## src/rtl/q8bd_pkg.sv

```systemverilog
// q8bd_pkg: shared constants and fp32 product function for the q8 block dequantizer
// no dependencies
`default_nettype none
package q8bd_pkg;
    localparam int BLOCK_ELEMENTS = 32;
    localparam logic [5:0] LAST_POSITION = 6'(BLOCK_ELEMENTS + 1);
    localparam logic [10:0] BPR_RESET = 11'd96;
    localparam logic [10:0] BPR_MAX = 11'd1024;
    localparam logic [31:0] QNAN_BITS = 32'h7fc0_0000;
    localparam logic [7:0] EXP_BIAS_ADJ = 8'(127 - 15);

    typedef struct packed {
        logic block_end;
        logic row_end;
    } t_marks;

    // exact product of a half scale and a signed 8-bit code, as fp32 bits
    function automatic logic [31:0] product_bits(input logic [15:0] half,
                                                 input logic [7:0] code);
        logic        hsign;
        logic [4:0]  hexp;
        logic [9:0]  hfrac;
        logic        csign;
        logic [7:0]  cmag;
        logic        sign;
        logic [10:0] sig;
        logic [18:0] prod;
        logic [4:0]  k;
        logic [7:0]  biased;
        logic [41:0] shifted;
        logic [31:0] res;
        hsign = half[15];
        hexp  = half[14:10];
        hfrac = half[9:0];
        csign = code[7];
        cmag  = csign ? 8'(~code + 8'd1) : code;
        sign  = hsign ^ csign;
        sig   = (hexp == 5'd0) ? {1'b0, hfrac} : {1'b1, hfrac};
        prod  = 19'(sig * cmag);
        k = 5'd0;
        for (int i = 0; i < 19; i++) begin
            if (prod[i]) k = 5'(i);
        end
        // biased = k + exp - 25 + 127 (normal) or k - 24 + 127 (subnormal)
        biased = 8'(k) + ((hexp == 5'd0) ? 8'd103 : 8'(8'(hexp) + EXP_BIAS_ADJ - 8'd10));
        shifted = 42'(prod) << (5'd23 - k);
        if (hexp == 5'h1f) begin
            if (hfrac != 10'd0)
                res = {hsign, 8'hff, 1'b1, hfrac[8:0], 13'd0};
            else if (cmag == 8'd0)
                res = QNAN_BITS;
            else
                res = {sign, 8'hff, 23'd0};
        end else if (prod == 19'd0) begin
            res = {sign, 31'd0};
        end else begin
            res = {sign, biased, shifted[22:0]};
        end
        return res;
    endfunction
endpackage
`default_nettype wire

```

## src/rtl/q8bd_parser.sv

```systemverilog
// q8bd_parser: byte position tracking, scale capture and block/row end marks
// depends on q8bd_pkg
`default_nettype none
module q8bd_parser import q8bd_pkg::*; (
    input  wire logic        i_clk,
    input  wire logic        i_rst_n,
    input  wire logic        i_cfg_we,
    input  wire logic [10:0] i_cfg_data,
    input  wire logic        i_take,
    input  wire logic [7:0]  i_byte,
    output logic             o_is_code,
    output logic [15:0]      o_scale,
    output t_marks           o_marks
);
    logic [5:0]  r_pos, n_pos;
    logic [7:0]  r_low;
    logic [15:0] r_scale;
    logic [9:0]  r_blk, n_blk;
    logic [10:0] r_bpr;
    logic [10:0] count;
    logic        bend, rend;

    always_comb begin
        count = r_bpr;
        if (count == 11'd0) count = 11'd1;
        if (count > BPR_MAX) count = BPR_MAX;
        bend = (r_pos >= LAST_POSITION);
        rend = bend && ((11'(r_blk) + 11'd1) >= count);
        n_pos = bend ? 6'd0 : r_pos + 6'd1;
        n_blk = r_blk;
        if (bend) n_blk = rend ? 10'd0 : r_blk + 10'd1;
    end

    assign o_is_code = (r_pos > 6'd1);
    assign o_scale = r_scale;
    assign o_marks = '{block_end: bend, row_end: rend};

    always_ff @(posedge i_clk) begin
        if (!i_rst_n) begin
            r_pos   <= '0;
            r_low   <= '0;
            r_scale <= '0;
            r_blk   <= '0;
            r_bpr   <= BPR_RESET;
        end else begin
            if (i_cfg_we) r_bpr <= i_cfg_data;
            if (i_take) begin
                r_pos <= n_pos;
                if (r_pos == 6'd0) r_low <= i_byte;
                if (r_pos == 6'd1) r_scale <= {i_byte, r_low};
                if (o_is_code) r_blk <= n_blk;
            end
        end
    end
endmodule
`default_nettype wire

```

## src/rtl/q8bd_mult.sv

```systemverilog
// q8bd_mult: product logic and output register with handshake
// depends on q8bd_pkg
`default_nettype none
module q8bd_mult import q8bd_pkg::*; (
    input  wire logic        i_clk,
    input  wire logic        i_rst_n,
    input  wire logic        i_load,
    input  wire logic [15:0] i_scale,
    input  wire logic [7:0]  i_code,
    input  wire t_marks      i_marks,
    input  wire logic        i_stall,
    output logic             o_ready,
    output logic             o_valid,
    output logic [31:0]      o_value,
    output t_marks           o_marks
);
    logic [31:0] r_value;
    t_marks      r_marks;
    logic        r_valid;

    assign o_ready = !r_valid || !i_stall;
    assign o_valid = r_valid;
    assign o_value = r_value;
    assign o_marks = r_marks;

    always_ff @(posedge i_clk) begin
        if (!i_rst_n) begin
            r_valid <= 1'b0;
        end else if (o_ready) begin
            r_valid <= i_load;
        end
    end

    always_ff @(posedge i_clk) begin
        if (o_ready && i_load) begin
            r_value <= product_bits(i_scale, i_code);
            r_marks <= i_marks;
        end
    end
endmodule
`default_nettype wire

```

## src/rtl/q8_block_dequantizer_unit.sv

```systemverilog
// q8_block_dequantizer_unit: top level of the q8 block dequantizer
// depends on q8bd_pkg, q8bd_parser, q8bd_mult
//   channel | signals                                   | dir
//   in      | i_valid, o_stall, i_data_byte             | in
//   out     | o_valid, i_stall, o_value_bits, marks     | out
//   cfg     | i_cfg_we, i_cfg_data (row length)         | in
// one byte accepted per cycle while o_stall is low; a code word appears in the cycle after it is taken,
// set by the single result register after the product logic
// scale bytes give no word; synchronous active-low reset clears position,
// block count and sets the row length to 96 blocks; o_stall rises only while the
// result register holds a word and i_stall is high
`default_nettype none
module q8_block_dequantizer_unit import q8bd_pkg::*; (
    input  wire logic        i_clk,
    input  wire logic        i_rst_n,
    input  wire logic        i_valid,
    output logic             o_stall,
    input  wire logic [7:0]  i_data_byte,
    output logic             o_valid,
    input  wire logic        i_stall,
    output logic [31:0]      o_value_bits,
    output logic             o_block_end,
    output logic             o_row_end,
    input  wire logic        i_cfg_we,
    input  wire logic [10:0] i_cfg_data
);
    logic        ready, take, is_code;
    logic [15:0] scale;
    t_marks      marks, out_marks;

    assign o_stall = !ready;
    assign take = i_valid && ready;

    q8bd_parser u_parser (
        .i_clk(i_clk), .i_rst_n(i_rst_n), .i_cfg_we(i_cfg_we),
        .i_cfg_data(i_cfg_data), .i_take(take), .i_byte(i_data_byte),
        .o_is_code(is_code), .o_scale(scale), .o_marks(marks)
    );

    q8bd_mult u_mult (
        .i_clk(i_clk), .i_rst_n(i_rst_n), .i_load(take && is_code),
        .i_scale(scale), .i_code(i_data_byte), .i_marks(marks),
        .i_stall(i_stall), .o_ready(ready), .o_valid(o_valid),
        .o_value(o_value_bits), .o_marks(out_marks)
    );

    assign o_block_end = out_marks.block_end;
    assign o_row_end = out_marks.row_end;

`ifndef SYNTHESIS
    a_row_implies_block: assert property (@(posedge i_clk) disable iff (!i_rst_n)
        o_valid |-> (!o_row_end || o_block_end)) else $error("row end without block end");
    a_hold_on_stall: assert property (@(posedge i_clk) disable iff (!i_rst_n)
        (o_valid && i_stall) |=> (o_valid && $stable(o_value_bits)))
        else $error("result changed under stall");
    a_stall_only_full: assert property (@(posedge i_clk) disable iff (!i_rst_n)
        o_stall |-> (o_valid && i_stall)) else $error("stall without full register");
`endif
endmodule
`default_nettype wire

```

## config.mk

```make
export PLATFORM = sky130hd
export DESIGN_NAME = q8_block_dequantizer_unit
export DESIGN_NICKNAME = d
export VERILOG_FILES = /design/src/rtl/q8bd_pkg.sv /design/src/rtl/q8bd_parser.sv /design/src/rtl/q8bd_mult.sv /design/src/rtl/q8_block_dequantizer_unit.sv
export SDC_FILE = /design/constraint.sdc
export NUM_CORES = 1
export LEC_CHECK = 0
export BUFFER_PORTS_ARGS = -buffer_cell sky130_fd_sc_hd__buf_4
export CORE_UTILIZATION = 30
export DETAILED_ROUTE_END_ITERATION = 16
export PLACE_DENSITY = 0.47
export SYNTH_ARGS = -nofsm -noshare
export SYNTH_HDL_FRONTEND = slang
export SYNTH_SLANG_ARGS = --single-unit
```

## constraint.sdc

```tcl
create_clock -name i_clk -period 17.85 [get_ports i_clk]
set_input_delay 2.6775 -clock i_clk [delete_from_list [all_inputs] [get_ports i_clk]]
set_output_delay 2.6775 -clock i_clk [all_outputs]
set_load 0.01 [all_outputs]
```

==> results of run 1 <==
==> how the worst max path moves through the flow <==
stage	from	endpoint	slack, ns	cells past startpoint
finish	i_data_byte[0]	u_mult.o_value[29]	6.83	30
global route	i_data_byte[0]	u_mult.o_value[29]	6.19	30
CTS	i_data_byte[0]	u_mult.o_value[29]	6.84	30
detailed placement	i_data_byte[0]	u_mult.o_value[29]	6.51	30
global placement	i_data_byte[0]	u_mult.o_value[29]	6.66	30
floorplan	i_data_byte[0]	u_mult.o_value[29]	7.94	34
==> stage by stage <==
stage / total power, mW / instance area, um^2 / utilization / hold WS, ns / cells
floorplan: 0.504 / 8660 / - / 0.441 / 1022
global placement: 0.606 / 9420 / 0.335 / 0.454 / 1412
detailed placement: 0.602 / 9420 / 0.335 / 0.458 / 1412
CTS: 0.799 / 9720 / 0.346 / 0.468 / 1428
global route: 0.847 / 9720 / 0.346 / 0.482 / 1428
finish: 0.796 / 9720 / 0.346 / 0.464 / 1428
==> metal layers <==
metal | GRT usage | up-vias | wire length (um)
met5 | 0 | - | 0
met4 | 0.0404 | 0 | 323
met3 | 0.0221 | 24 | 877
met2 | 0.262 | 182 | 10700
met1 | 0.239 | 3462 | 11900
li1 | - | 3560 | -
==> cell type report <==
cell class | count | area, um^2 | area share
clock buffer | 11 | 243 | 0.0250
tap | 378 | 473 | 0.0487
multi-input combinational | 786 | 6010 | 0.619
sequential | 86 | 2060 | 0.212
timing repair buffer | 70 | 526 | 0.0541
clock inverter | 5 | 56.3 | 0.00579
inverter | 92 | 348 | 0.0358
==> worst register-to-register path: cells and delay by family, from the launching register on <==
kind | cells | cell delay (ns)
buf+inv | 4 | 0.71
flops | 1 | 0.72
simple gates | 5 | 0.67
fa+ha+maj | 7 | 3.02
compound gates | 10 | 2.48
==> cell usage after synthesis (5+ instances only) <==
master      n
o221ai_1    5
clkbuf_1   44
dfxtp_1    52
xor2_1     18
or3_1       5
nor2b_1    57
a21o_1      9
fa_1       55
a22oi_1     5
nand3_1    31
nand3b_1    7
a21boi_0   27
nand2_1   119
o21a_1     11
buf_2      10
inv_1      89
nand2b_1   17
edfxtp_1   34
o22ai_1     9
a211oi_1    5
mux2i_1    26
nor2_1     57
and2_1     28
a21oi_1    46
xnor2_1    16
ha_1       62
o211ai_1   11
nand4_1     9
and3_1      8
nor3_1     12
or2_2       5
o21ai_0    41
nor4_1      7
==> power by group <==
group / switching (mW) / leakage [nW] / total, mW / internal [mW]
Clock: 0.0806 / 0.151 / 0.193 / 0.113
Sequential: 0.00865 / 0.741 / 0.238 / 0.229
Combinational: 0.226 / 3.25 / 0.365 / 0.139
Total: 0.315 / 4.14 / 0.796 / 0.481
==> flip-flops by register name (all words and copies together), names as in the netlist <==
name	flops
u_mult.o_marks	2
u_mult.o_valid	1
u_mult.o_value	32
u_parser.o_scale	16
u_parser.r_blk	10
u_parser.r_bpr	11
u_parser.r_low	8
u_parser.r_pos	6
==> cell families (layout without fill, tap and decap cells) <==
family / after synthesis / count (layout) / share of synthesized area
compound gates: 230 / 230 / 0.191
xor+xnor: 35 / 35 / 0.0363
fa+ha+maj: 117 / 117 / 0.217
buf+inv: 150 / 178 / 0.0682
flops: 86 / 86 / 0.239
mux: 29 / 29 / 0.0353
other cells: 1 / 5 / 0.000434
simple gates: 370 / 370 / 0.213
==> summary.md, run 1 <==
| Metric | Value |
|---|---|
| Share of layout cells above drive strength 1 | `0.110` |
| WS Path Type | `input pin to flop` |
| Slew margin rel. | `0.297` |
| Initial DRC Count | `431` |
| Clk slew on worst S/H paths | `0.06 ns` |
| Global-route wire length before repair | `38,700 um` |
| # clock sinks | `86` |
| Worst Hold Depth | `2` |
| Skew-Pair Late Insertion Delay | `0.35 ns` |
| Fin. Hold Viols | `0` |
| Worst EP arrival | `11.20 ns` |
| Core Box Area | `28,100 um^2` |
| Worst Path Buf+Inv | `5` |
| Gpl congestion | `0.924` |
| Most frequent cells in the layout | `119 x nand2_1, 89 x inv_1, 70 x buf_4` |
| Hold buffers post-CTS | `0` |
| Post-synthesis instance total | `1,018` |
| Root buffer cell | `clkbuf_16` |
| Post-cts gate resize count | `0` |
| Worst reg2reg startpoint | `u_parser.o_scale[4]` |
| DRT Pass-1 Iters | `5` |
| Most frequent cell on the critical path | `fa_1` |
| Grt total ovfl | `0` |
| GRT Total Usage | `0.167` |
| Placement Rows | `61` |
| Cell taking the most area after synthesis | `fa_1` |
| Die width | `172 um` |
| FMAX | `0.0908 GHz` |
| Status | `complete, no violations` |
| Hold Path Origin | `u_parser.r_low[0]` |
| Filler Cells Inserted | `2,991` |
| H-tree depth | `3` |
| Crit-path max cell delay | `0.75 ns` |
| Worst-case reg-to-reg path depth | `26` |
| Slew @ Worst Pin | `1.05 ns` |
| Crit Path Max Fanout | `23` |
| EDFF count, synth | `34` |
| Post-Place Setup Slack | `6.51 ns` |
| P&R area growth vs syn | `12.5%` |
| Static Leak | `4.14 nW` |
| Largest net degree at the start of global routing | `55` |
| Critical path required time | `18.04 ns` |
| Max cap viols | `0` |
| Most area-consuming cells after synthesis | `fa_1 13%, dfxtp_1 12%, edfxtp_1 12%` |
| CTS buffer count | `9` |
| Final setup vio count | `0` |
| Ys async rst share | `0` |
| Post-DP HPWL | `18,700 um` |
| Final #Nets | `1,186` |
| Die Height | `172 um` |
| Initial core utilization | `0.308` |
| CTS tree | `done` |
| Hold EP | `u_parser.o_scale[0]` |
| Cell variety after synth | `86` |
| Most common flop cell mapped by yosys | `dfxtp_1` |
| Setup crit end kind | `flop` |
| Post-detailed-route count of antenna-violating nets | `0` |
| TNS Setup | `0 ns` |
| Period utilisation layout | `0.617` |
| PD cells | `81.9 nW/um^2` |
| Mapped Area | `8640 um^2` |
| RSZ-0062 raised after global routing | `no` |
| Deepest clock path buffer count | `2` |
| Most common cell after layout, fill and taps aside | `nand2_1` |
| Yosys reg bits | `86` |
| Vias | `7,228` |
| Post-synthesis average cell area | `8.49 um^2` |
| Initial antenna violation count | `0` |
| Yosys top cell area share | `0.127` |
| Ys Warns | `0` |
| Hold crit path type | `flop to flop` |
| Slew Viols, Final | `0` |
| Number of global-route vias before repair | `7,175` |
| Vias per inst | `5.06` |
| Final setup skew | `0.00921 ns` |
| Seq/Total Area, Yosys | `0.239` |
| DRC Markers | `0` |
| Critical path's top delay family | `adder cells` |
| Ports | `60` |
| Post CTS Setup Buffer Count | `0` |
| Number of port buffers | `59` |
| Worst path slowest cell | `xor2_1` |
| Setup WS post-layout | `6.83 ns` |
| RR Endpoint | `u_mult.o_value[29]` |
| Die ar. | `29,500 um^2` |
| Antenna diodes | `0` |
| Startpoint Class | `input pin` |
| Post-Route WL | `23,800 um` |
| Final Critical Period | `11.02 ns` |
| VDD IR-drop max | `0.0498 mV` |
| Worst R2R Setup Slack | `10.08 ns` |
| Avg WL per Cell | `16.7 um` |
No activity file was read; power rests on OpenSTA's default activity.
==> run 2: changes to the inputs <==
Clock period 17.85 ns to 11.4 ns, I/O delays scaled along.
==> run 2 against run 1 <==
  * Clock skew rose by 0.00080 ns
  * Final cell count rose by 0.14%
  * Die area did not move
  * First-iteration DRC count fell by 15%
  * Sequential cell count did not move
  * Count of clock-buffer cells in the layout fell by 1
  * Via count fell by 0.14%
  * Critical endpoint unchanged
  * Largest cell class unchanged
==> summary.md, run 2 (synthesis results as in run 1) <==
| Metric | Value |
|---|---|
| Status | `complete, no violations (unchanged)` |
| Most frequent cells in the layout | `119 x nand2_1, 89 x inv_1, 72 x buf_4 (was 119 x nand2_1, 89 x inv_1, 70 x buf_4)` |
| Worst EP arrival | `9.62 ns (was 11.20 ns)` |
| Skew-Pair Late Insertion Delay | `0.35 ns (about the same)` |
| Slew Viols, Final | `0 (unchanged)` |
| P&R area growth vs syn | `12.9% (was 12.5%)` |
| FMAX | `0.106 GHz` |
| Setup crit end kind | `flop (unchanged)` |
| RSZ-0062 raised after global routing | `no (unchanged)` |
| Vias per inst | `5.05 (was 5.06)` |
| Filler Cells Inserted | `2,971 (was 2,991)` |
| Number of global-route vias before repair | `7,094 (was 7,175)` |
| Static Leak | `4.16 nW (was 4.14 nW)` |
| Comb pwr share | `0.449 (was 0.459)` |
| GRT Total Usage | `0.167 (about the same)` |
| Final Critical Period | `9.44 ns` |
| Period utilisation layout | `0.828` |
| DRT Pass-1 Iters | `5 (unchanged)` |
| Root buffer cell | `clkbuf_16 (unchanged)` |
| Die width | `172 um (unchanged)` |
| Post-DP HPWL | `18,500 um (was 18,700 um)` |
| Clk slew on worst S/H paths | `0.07 ns (was 0.06 ns)` |
| Deepest clock path buffer count | `2 (unchanged)` |
| Vias | `7,218 (was 7,228)` |
| Reg power frac | `0.297 (was 0.298)` |
| Share of layout cells above drive strength 1 | `0.111 (was 0.110)` |
| Worst path slowest cell | `fa_1 (was xor2_1)` |
| CTS tree | `done (unchanged)` |
| Grt total ovfl | `0 (unchanged)` |
| Initial DRC Count | `368 (was 431)` |
| Crit Path Max Fanout | `23 (unchanged)` |
| Fin. Hold Viols | `0 (unchanged)` |
| H-tree depth | `3 (unchanged)` |
| Post-cts gate resize count | `0 (unchanged)` |
| Number of port buffers | `59 (unchanged)` |
| Startpoint Class | `input pin (unchanged)` |
| FF+latch area | `2060 um^2 (unchanged)` |
| PD cells | `129 nW/um^2 (was 81.9 nW/um^2)` |
| Setup WS post-layout | `1.96 ns (was 6.83 ns)` |
| Slew @ Worst Pin | `1.08 ns (was 1.05 ns)` |
| Placement Rows | `61 (unchanged)` |
| Largest net degree at the start of global routing | `55 (unchanged)` |
| Max cap viols | `0 (unchanged)` |
| P_sw | `484 uW (was 315 uW)` |
| WS Path Type | `input pin to flop (unchanged)` |
| Post-Place Setup Slack | `1.67 ns (was 6.51 ns)` |
| TNS Setup | `0 ns (unchanged)` |
| Core Box Area | `28,100 um^2 (unchanged)` |
| Final setup skew | `0.0100 ns (was 0.00921 ns)` |
| Die Height | `172 um (unchanged)` |
| Hold crit path type | `flop to flop (unchanged)` |
| Global-route wire length before repair | `38,600 um (was 38,700 um)` |
| Post-Route WL | `23,700 um (was 23,800 um)` |
| Final #Nets | `1,188 (was 1,186)` |
| CTS buffer count | `9 (unchanged)` |
| DRC Markers | `0 (unchanged)` |
| Hold buffers post-CTS | `0 (unchanged)` |
| # clock sinks | `86 (unchanged)` |
| Post CTS Setup Buffer Count | `0 (unchanged)` |
| Post-detailed-route count of antenna-violating nets | `0 (unchanged)` |
| Most common cell after layout, fill and taps aside | `nand2_1 (unchanged)` |
| Slew margin rel. | `0.277 (was 0.297)` |
| Gpl congestion | `0.906 (was 0.924)` |
| Antenna diodes | `0 (unchanged)` |
| VDD IR-drop max | `0.0785 mV (was 0.0498 mV)` |
| Clock power share | `0.255 (was 0.243)` |
| Die ar. | `29,500 um^2 (unchanged)` |
| Critical path required time | `11.58 ns (was 18.04 ns)` |
| Initial core utilization | `0.308 (unchanged)` |
| Final Util | `0.347 (was 0.346)` |
| Avg WL per Cell | `16.6 um (was 16.7 um)` |
| Final setup vio count | `0 (unchanged)` |
| Ports | `60 (unchanged)` |
| Int Power | `770 uW (was 481 uW)` |
| Initial antenna violation count | `0 (unchanged)` |
| Crit-path max cell delay | `0.54 ns (was 0.75 ns)` |
| Multi-input gate area | `6010 um^2 (unchanged)` |
| Sw Ratio | `0.386 (was 0.396)` |
| Most frequent cell on the critical path | `fa_1 (unchanged)` |
| Max FFs per register | `32 (unchanged)` |
[run 2: cell count changes in the layout (fill, tap and decap cells not counted)]
| cell | delta |
|---|---|
| buf_4 | +2 |
| bufinv_16 | +1 |
| clkbuf_8 | -1 |
| clkinv_2 | +1 |
| clkinv_4 | +2 |
| inv_4 | -2 |
| inv_6 | -1 |
[run 2: cell type report]
type | count | area share
clock inverters | 6 | 0.00898
clock buffers | 10 | 0.0235
well taps | 378 | 0.0485
repair buffers | 72 | 0.0554
multi-input cells | 786 | 0.617
inverters | 92 | 0.0357
flip-flops and latches | 86 | 0.211
[run 2: power by group through the flow]
stage | Combinational, mW | Clock (mW) | Sequential, mW
after floorplan | 0.409 | 0 | 0.380
after global routing | 0.622 | 0.339 | 0.375
after detailed placement | 0.556 | 0 | 0.379
after CTS | 0.560 | 0.328 | 0.373
after global placement | 0.565 | 0 | 0.379
final | 0.563 | 0.320 | 0.372
[run 2: final timing paths]
kind | from | end | slack (ns) | cells past startpoint
worst max-delay path | i_data_byte[0] | u_mult.o_value[29] | 1.96 | 31
worst min-delay path | u_parser.r_low[0] | u_parser.o_scale[0] | 0.46 | 2
worst max register to register | u_parser.o_scale[2] | u_mult.o_value[29] | 3.75 | 26
worst min register to register | u_parser.r_low[0] | u_parser.o_scale[0] | 0.46 | 2
[run 2: layer usage]
| metal | up-vias | share of wire | global-route usage |
|---|---|---|---|
| met5 | - | 0 | 0 |
| met1 | 3484 | 0.50 | 0.235 |
| met2 | 149 | 0.45 | 0.267 |
| li1 | 3553 | - | - |
| met4 | 0 | 0.019 | 0.0439 |
| met3 | 32 | 0.032 | 0.0214 |
[run 2: stage by stage]
step                power (mW)  cell area [um^2]  hold slack, ns  cells
floorplan                0.789              8660           0.441   1022
global placement         0.944              9440           0.452   1414
detailed placement       0.935              9440           0.458   1414
CTS                       1.26              9750           0.455   1430
global route              1.34              9750           0.481   1430
finish                    1.25              9750           0.461   1430
[run 2: worst max-delay path, delay by kind of cell]
kind / cells / cell delay (ns)
fa+ha+maj: 7 / 3.12
compound gates: 11 / 2.64
buf+inv: 6 / 1.01
simple gates: 6 / 0.91
xor+xnor: 1 / 0.17
